**src/rtl/acc_cpu_pkg.sv**
```systemverilog
// Shared types and constants for the accumulator CPU core.
// Holds the request, opcode and controller state encodings and the command and status structs.
// No dependencies.
package acc_cpu_pkg;

  typedef enum logic [1:0] {
    FN_EXEC,
    FN_WRITE,
    FN_READ,
    FN_CLEAR
  } func_t;

  typedef enum logic [3:0] {
    OP_HALT,
    OP_NOT,
    OP_SHL,
    OP_SHR,
    OP_INC,
    OP_DEC,
    OP_JMP,
    OP_JZ,
    OP_LOAD,
    OP_STORE,
    OP_ADD,
    OP_AND,
    OP_OR,
    OP_XOR,
    OP_PRINT,
    OP_READ
  } op_t;

  typedef enum logic [3:0] {
    ST_CLR,
    ST_IDLE,
    ST_F0,
    ST_F1,
    ST_EX,
    ST_OP,
    ST_L1,
    ST_L2,
    ST_S1,
    ST_W0,
    ST_W1,
    ST_R0,
    ST_R1,
    ST_C0,
    ST_DONE
  } state_t;

  // Source of the RAM address for the current cycle.
  typedef enum logic [2:0] {
    MS_PC,
    MS_PC1,
    MS_Y,
    MS_Y1,
    MS_ADDR,
    MS_ADDR1,
    MS_CLR
  } msrc_t;

  // Source of the RAM write byte.
  typedef enum logic [2:0] {
    WS_ZERO,
    WS_VAL_LO,
    WS_VAL_HI,
    WS_ACC_LO,
    WS_ACC_HI
  } wsrc_t;

  localparam logic [1:0] FMT_HEX  = 2'd0;
  localparam logic [1:0] FMT_DEC  = 2'd1;
  localparam logic [1:0] FMT_CHAR = 2'd2;

  localparam logic [11:0] Y_FMT_DEC  = 12'd1;
  localparam logic [11:0] Y_FMT_CHAR = 12'd2;

  typedef struct packed {
    msrc_t mem_src;
    logic  mem_we;
    wsrc_t wsrc;
    logic  take_req;
    logic  latch_lo;
    logic  latch_ins;
    logic  exec;
    logic  clear_regs;
    logic  cap_rbyte;
    logic  load_out;
  } cmd_t;

  typedef struct packed {
    op_t  op;
    logic clr_last;
  } stat_t;

endpackage

```
**src/rtl/acc_cpu_ctrl.sv**
```systemverilog
// Controller of the accumulator CPU core: sequences RAM clearing, fetch, operand access,
// word writes, byte reads and the result handshake. Uses acc_cpu_pkg.
module acc_cpu_ctrl (
  input  logic               clk,
  input  logic               rst,
  input  logic               req_valid,
  input  logic [1:0]         req_func,
  output logic               req_ready,
  output logic               rsp_valid,
  input  logic               rsp_ready,
  output acc_cpu_pkg::cmd_t  cmd,
  input  acc_cpu_pkg::stat_t stat
);

  acc_cpu_pkg::state_t state, state_next;
  acc_cpu_pkg::func_t  func;
  logic                out_free;
  logic                mem_op;

  assign func     = acc_cpu_pkg::func_t'(req_func);
  assign out_free = !rsp_valid || rsp_ready;
  assign mem_op   = stat.op inside {acc_cpu_pkg::OP_LOAD, acc_cpu_pkg::OP_ADD,
                                    acc_cpu_pkg::OP_AND, acc_cpu_pkg::OP_OR,
                                    acc_cpu_pkg::OP_XOR};

  always_ff @(posedge clk) begin
    if (rst) begin
      state <= acc_cpu_pkg::ST_CLR;
    end else begin
      state <= state_next;
    end
  end

  always_comb begin
    state_next = state;
    unique case (state)
      acc_cpu_pkg::ST_CLR: begin
        if (stat.clr_last) state_next = acc_cpu_pkg::ST_IDLE;
      end
      acc_cpu_pkg::ST_IDLE: begin
        if (req_valid) begin
          unique case (func)
            acc_cpu_pkg::FN_EXEC:  state_next = acc_cpu_pkg::ST_F0;
            acc_cpu_pkg::FN_WRITE: state_next = acc_cpu_pkg::ST_W0;
            acc_cpu_pkg::FN_READ:  state_next = acc_cpu_pkg::ST_R0;
            acc_cpu_pkg::FN_CLEAR: state_next = acc_cpu_pkg::ST_C0;
            default:               state_next = acc_cpu_pkg::ST_IDLE;
          endcase
        end
      end
      acc_cpu_pkg::ST_F0: state_next = acc_cpu_pkg::ST_F1;
      acc_cpu_pkg::ST_F1: state_next = acc_cpu_pkg::ST_EX;
      acc_cpu_pkg::ST_EX: state_next = acc_cpu_pkg::ST_OP;
      acc_cpu_pkg::ST_OP: begin
        if (mem_op) begin
          state_next = acc_cpu_pkg::ST_L1;
        end else if (stat.op == acc_cpu_pkg::OP_STORE) begin
          state_next = acc_cpu_pkg::ST_S1;
        end else begin
          state_next = acc_cpu_pkg::ST_DONE;
        end
      end
      acc_cpu_pkg::ST_L1: state_next = acc_cpu_pkg::ST_L2;
      acc_cpu_pkg::ST_L2: state_next = acc_cpu_pkg::ST_DONE;
      acc_cpu_pkg::ST_S1: state_next = acc_cpu_pkg::ST_DONE;
      acc_cpu_pkg::ST_W0: state_next = acc_cpu_pkg::ST_W1;
      acc_cpu_pkg::ST_W1: state_next = acc_cpu_pkg::ST_DONE;
      acc_cpu_pkg::ST_R0: state_next = acc_cpu_pkg::ST_R1;
      acc_cpu_pkg::ST_R1: state_next = acc_cpu_pkg::ST_DONE;
      acc_cpu_pkg::ST_C0: state_next = acc_cpu_pkg::ST_DONE;
      acc_cpu_pkg::ST_DONE: begin
        if (out_free) state_next = acc_cpu_pkg::ST_IDLE;
      end
      default: state_next = acc_cpu_pkg::ST_IDLE;
    endcase
  end

  always_comb begin
    cmd            = '0;
    cmd.mem_src    = acc_cpu_pkg::MS_PC;
    cmd.wsrc       = acc_cpu_pkg::WS_ZERO;
    unique case (state)
      acc_cpu_pkg::ST_CLR: begin
        cmd.mem_src = acc_cpu_pkg::MS_CLR;
        cmd.mem_we  = 1'b1;
      end
      acc_cpu_pkg::ST_IDLE: cmd.take_req = req_valid;
      acc_cpu_pkg::ST_F0:   cmd.mem_src  = acc_cpu_pkg::MS_PC;
      acc_cpu_pkg::ST_F1: begin
        cmd.mem_src  = acc_cpu_pkg::MS_PC1;
        cmd.latch_lo = 1'b1;
      end
      acc_cpu_pkg::ST_EX:   cmd.latch_ins = 1'b1;
      acc_cpu_pkg::ST_OP: begin
        if (mem_op) begin
          cmd.mem_src = acc_cpu_pkg::MS_Y;
        end else if (stat.op == acc_cpu_pkg::OP_STORE) begin
          cmd.mem_src = acc_cpu_pkg::MS_Y;
          cmd.mem_we  = 1'b1;
          cmd.wsrc    = acc_cpu_pkg::WS_ACC_LO;
        end else begin
          cmd.exec = 1'b1;
        end
      end
      acc_cpu_pkg::ST_L1: begin
        cmd.mem_src  = acc_cpu_pkg::MS_Y1;
        cmd.latch_lo = 1'b1;
      end
      acc_cpu_pkg::ST_L2:   cmd.exec = 1'b1;
      acc_cpu_pkg::ST_S1: begin
        // The high byte goes out before exec updates the accumulator.
        cmd.mem_src = acc_cpu_pkg::MS_Y1;
        cmd.mem_we  = 1'b1;
        cmd.wsrc    = acc_cpu_pkg::WS_ACC_HI;
        cmd.exec    = 1'b1;
      end
      acc_cpu_pkg::ST_W0: begin
        cmd.mem_src = acc_cpu_pkg::MS_ADDR;
        cmd.mem_we  = 1'b1;
        cmd.wsrc    = acc_cpu_pkg::WS_VAL_LO;
      end
      acc_cpu_pkg::ST_W1: begin
        cmd.mem_src = acc_cpu_pkg::MS_ADDR1;
        cmd.mem_we  = 1'b1;
        cmd.wsrc    = acc_cpu_pkg::WS_VAL_HI;
      end
      acc_cpu_pkg::ST_R0:   cmd.mem_src    = acc_cpu_pkg::MS_ADDR;
      acc_cpu_pkg::ST_R1:   cmd.cap_rbyte  = 1'b1;
      acc_cpu_pkg::ST_C0:   cmd.clear_regs = 1'b1;
      acc_cpu_pkg::ST_DONE: cmd.load_out   = out_free;
      default:              cmd.take_req   = 1'b0;
    endcase
  end

  assign req_ready = (state == acc_cpu_pkg::ST_IDLE);

  always_ff @(posedge clk) begin
    if (rst) begin
      rsp_valid <= 1'b0;
    end else if (cmd.load_out) begin
      rsp_valid <= 1'b1;
    end else if (rsp_ready) begin
      rsp_valid <= 1'b0;
    end
  end

  a_load_when_free: assert property (@(posedge clk) disable iff (rst)
    cmd.load_out |-> (!rsp_valid || rsp_ready))
    else $error("result register overwritten before it was taken");

  a_one_at_a_time: assert property (@(posedge clk) disable iff (rst)
    req_valid && req_ready |=> !req_ready)
    else $error("second request taken while one is in progress");

  a_no_write_on_accept: assert property (@(posedge clk) disable iff (rst)
    cmd.mem_we |-> !req_ready)
    else $error("RAM written while the request side is open");

endmodule

```
**config.mk**
```make
export PLATFORM = sky130hd
export DESIGN_NAME = acc_cpu_ctrl
export DESIGN_NICKNAME = d
export VERILOG_FILES = /design/src/rtl/acc_cpu_pkg.sv /design/src/rtl/acc_cpu_ctrl.sv
export SDC_FILE = /design/constraint.sdc
export NUM_CORES = 1
export LEC_CHECK = 0
export ABC_AREA = 1
export ABC_CLOCK_PERIOD_IN_PS = 1600
export BUFFER_PORTS_ARGS = -buffer_cell sky130_fd_sc_hd__buf_4
export CAP_MARGIN = 20
export CORE_MARGIN = 8
export CORE_UTILIZATION = 44
export DETAILED_ROUTE_END_ITERATION = 8
export PLACE_DENSITY = 0.87
export SLEW_MARGIN = 10
export SYNTH_ARGS = -nofsm -noshare
export SYNTH_HDL_FRONTEND = slang
export SYNTH_SLANG_ARGS = --single-unit
```
**constraint.sdc**
```tcl
create_clock -name clk -period 1.6 [get_ports clk]
set_clock_uncertainty 0.1 [all_clocks]
set_input_delay 0.16 -clock clk [delete_from_list [all_inputs] [get_ports clk]]
set_output_delay 0.16 -clock clk [all_outputs]
set_load 0.005 [all_outputs]
```
---- Word level (Yosys, flattened, before mapping) ----
Index checks and enable logic that the tools add are counted.
storage, ports and cells
  register bits after elaboration ......... 5
  bits in latches ......................... 0
  bits of input ports ..................... 11
  memories kept ........................... 0
  bits in writable memories ............... 0
  bits in read-only memories .............. 0
operators by class
  equal/unequal tests ..................... 26
  mux-type cells .......................... 24
  divide/modulo/power cells ............... 0
  reductions and logical operators ........ 13
  bitwise gates (word level) .............. 0
  order comparisons ....................... 0
  $add $sub $neg .......................... 0
  $mul .................................... 0
  shifts and indexed selects .............. 0
operators with widths
  kind                                                  number
  equality test 4 bit (second input constant)           13
  case mux 4 bit (11 select lines)                      1
  two-way mux 4 bit                                     5
  case mux 3 bit (6 select lines)                       1
  equality test 4 x 3 -> 1 bit (second input constant)  4
  case mux 4 bit (4 select lines)                       1
  case mux 3 bit (4 select lines)                       1
  two-way mux 1 bit                                     10
  equality test 4 x 2 -> 1 bit (second input constant)  2
  OR reduction 2 bit                                    4
  two-way mux 6 bit                                     1
  != test 2 bit (second input constant)                 3
  nonzero test 5 bit                                    1
  OR reduction 5 bit                                    1
  equality test 2 bit (second input constant)           2
  equality test 4 x 1 -> 1 bit (second input constant)  1
  zero test 4 bit                                       1
  case mux 1 bit (2 select lines)                       2
  OR reduction 4 bit                                    1
  two-way mux 3 bit                                     1
  AND reduction 3 bit                                   1
  equality test 2 x 1 -> 1 bit (second input constant)  1
  zero test 2 bit                                       1
  two-way mux 2 bit                                     1
  3 further kinds                                       3

---- Logic depth before layout (Yosys ltp) ----
  word-level depth ........................ 4
  gate-level depth with buffers ........... 9
  mapped depth without buffers ............ 9

---- Worst setup path after synthesis ----
OpenSTA, ideal clock, no wires.
  kind .................................... reg-to-reg
  start ................................... register state[0]
  end ..................................... register state[0]
  setup slack ............................. 342 ps
  stages on the path, launching flop included .. 8
  setup time .............................. 114 ps
  data arrival time ....................... 1044 ps
  period minus slack after synthesis ...... 1258 ps
  cell sequence ........................... dfxtp_1 buf_6 nor2_1 nand3b_1 nand3_1 a21oi_1 a21oi_1 nor2_1
between the ends
  word-level cells in the longest chain between the ends .. 3
  elaborated cells between the ends (all ways) .. 21
RTL lines
  what                                                                     line                RTL
  from (decl)                                                              acc_cpu_ctrl.sv:15  acc_cpu_pkg::state_t state, state_next;
  from (signal assigned)                                                   acc_cpu_ctrl.sv:28  state <= acc_cpu_pkg::ST_CLR;
  from (signal assigned)                                                   acc_cpu_ctrl.sv:30  state <= state_next;
  equality test 4 bit, or another cell as far along                        acc_cpu_ctrl.sv:36  unique case (state)
  OR reduction 5 bit (no source line) or != test 2 bit (tied branches)     -
  case mux 4 bit (11 select lines) or AND reduction 3 bit (tied branches)  -
Several ways; a longest one is shown, not always the timed one.
A chain may end at the register's enable or synchronous reset.

==> key figures <==
Status
  – Status: completed

Synth
  – Synth async-reset ratio: 0
  – Syn_nets: 127
  – Top-area cell type share of the netlist area: 0.212
  – Synth unique cells: 16
  – Most frequent cell after synthesis: nand2_1
  – Avg Inst Size Synth: a little over 5 sq um
  – Yosys Warn Count: 0
  – Top post-synthesis cells by area: nand2_1 (21%), dfxtp_1 (17%), inv_1 (15%)
  – Area share of fa/ha/maj cells after synthesis: 0
  – Largest family of logic cells by synthesized area: simple AND/OR/NAND/NOR gates
  – Yosys top cell by area: nand2_1
  – Cells after Synth: 116
  – Seq/Total Area, Yosys: 0.172
  – Leading register cell type out of synthesis: dfxtp_1
  – Multiplexer share of the synthesized area: 0
  – Post-Synth XOR/XNOR Area: 0
  – Synth Area in Simple Gates: 0.564
  – Number of synthesized flops with an enable pin: 0
  – Synth cell count leaders: nand2_1 (33), inv_1 (23), nor2_1 (21)
  – Flops & latches, synth: 5
  – Compound-Gate Fraction of Synth Area: 0.0901
  – Synthesized cell area: around 600 sq um

STA
  – Final worst path period share: 0.973
  – Hold Fails Final Rpt: 0
  – Max-slew violation count: 0
  – Rel. slew slack: 0.822
  – RSZ-0062 raised after global routing: true
  – Least-Margin Pin Slew: 0.267 ns
  – Setup TNS: 0 ns
  – Final min period: ~1.6 ns
  – Worst Setup Slack, final: 0.0428 ns
  – Max Clk Rate: 0.642 GHz
  – Hold_ws: about 0.14 ns
  – # setup viols final: 0

Flow run
  – Max Cap Viol: 0

Place
  – PortBufs: 26
  – Placed Instance Area: 786 sq um
  – DP Cell Count: 156
  – Pre-CTS setup slack: ~0.11 ns
  – RD Place Congestion: 0.848
  – Post-DP HPWL: between 1000 and 1500 um

Pwr
  – Lkg Pwr: between 0.5 and 0.6 nW
  – Total power: ~0.52 mW
  – VDD IR max: 0.000437 V
  – PD cells: ~600 nW/um^2

Global route
  – Overall routing resource usage: 0.131
  – Vias in the first global route: 701
  – Initial antenna violation count: 0
  – GRT overflow: 0
  – Largest net degree at the start of global routing: 9
  – First-pass GRT wire length: ~2900 um

Critical path
  – Critical path buffers and inverters: 2
  – Largest fanout on the critical path: 6
  – Max stage delay cell, worst path: dfxtp_2
  – Crit path max-delay family: simple AND/OR/NAND/NOR gates
  – CP max stage delay: 0.40 ns
  – Reg-to-Reg End: state[2]
  – Crit end category: primary output
  – Arrival @ worst endpoint: 1.30 ns
  – RR Startpoint: state[1]
  – Critical path class: reg -> out
  – Critical Path RT: around 1.3 ns
  – Worst path cell trace: inv_2 -> nor2_1 -> nand2_1 -> nand4_1 -> buf_4
  – R2r worst-path depth: 7
  – Startpoint types: flop
  – R2R setup slack: 0.16 ns

Cells and area
  – Design area: 870 sq um
  – Fin cells: 161
  – Antenna cells: 0
  – Final core utilization: 0.685
  – Area of the multi-input gates: roughly 410 sq um
  – Fillers: 120
  – Final net count: 158
  – Share of layout cells above drive strength 1: 0.322
  – Layout area overhead: 49.1%
  – Storage element area: 113 sq um

Floorplan
  – Number of cell rows: 13
  – Initial core utilization: 0.460
  – IO Pins: 27
  – Core box area: 1270 sq um
  – Die area: 2750 sq um
  – Chip Width: 52.4 um
  – Chip Height: 52.4 um

Clocking
  – Clock root cell: clkbuf_4
  – CTS tree: done
  – H-tree depth: 1
  – Longest Clk Path Bufs: 2
  – Total CTS buffers: 3
  – Clock Latency Late Sink: 0.24 ns
  – Clk sinks: 5
  – Post-CTS Setup Inserts: 0
  – Reg clk slew, reported paths: approximately 0.04 ns

Route
  – Vias/cell: 4.99
  – DRC: 0
  – Final ANT Viol Nets: 0
  – WL final: 1820 um
  – Pre-antenna DRT Iters: 4
  – Starting DRT DRC Count: 19
  – Total number of vias: roughly 800
  – DR WL/cell: 11.3 um

Hold path
  – Hold Crit Endpoint: rsp_valid
  – Hold Startpoint: rsp_ready
  – Hold Path Cell Cnt: 4
  – Hold Path Class: in -> reg
[per-layer routing]
metal,global-route usage,vias up,part of all wire
li1,-,418,-
met1,0.145,346,0.42
met2,0.223,38,0.47
met4,0.0603,0,0.0077
met3,0.0369,2,0.099
met5,0,-,0
[worst register-to-register path, cell delays in order, from the launching register on]
cell,delay [ns]
dfxtp_2,0.40
inv_2,0.08
nor2_1,0.18
nand3_1,0.18
nand3_1,0.14
nor2_2,0.06
o21ai_0,0.09
a21oi_1,0.09
[repair_timing]
item | 4_1_cts | 5_1_grt
endpoints found under the hold margin | 1 | 0
endpoints found under the setup margin | 8 | 10
gates resized for setup | 8 | 11
pin swaps | 0 | 1
hold buffers | 1 | 0
[state kept, by name, indices dropped and copies added (netlist names)]
name       cells
state          4
rsp_valid      1
[cells by family after synthesis]
| family | count (synthesis) |
|---|---|
| and+or+nand+nor | 76 |
| buffers and inverters | 25 |
| AOI/OAI and AO/OA | 10 |
| DFF | 5 |
[power by group]
| group | switching (mW) | internal [mW] | total [mW] |
|---|---|---|---|
| combinational | 0.125 | 0.103 | 0.228 |
| sequential | 0.0168 | 0.132 | 0.149 |
| clock | 0.0494 | 0.0941 | 0.144 |
[layout make-up]
class                   count  area share
clock buffers               4      0.0302
inverters                  24       0.106
multi-input cells          86       0.476
flip-flops and latches      5       0.129
well taps                  15      0.0216
repair buffers             27       0.236
[placed cells by master (no fill, tap or decap), types with 4 or more instances in the layout]
cell type,n
nor2_1,17
nand2_1,32
a21oi_1,7
buf_4,26
nor2_2,4
nand3_1,11
inv_1,21
[worst max path at each step]
stage / start / to / slack, ns / depth (start not counted)
6_report: state[1] / cmd[10] / 0.04 / 5
4_1_cts: state[1] / cmd[10] / 0.009 / 6
2_1_floorplan: state[0] / state[0] / 0.34 / 7
5_1_grt: state[0] / cmd[3] / -0.02 / 4
3_3_place_gp: state[0] / state[1] / 0.1 / 8
3_5_place_dp: state[0] / state[1] / 0.11 / 8
(Power assumes the default switching activity.)
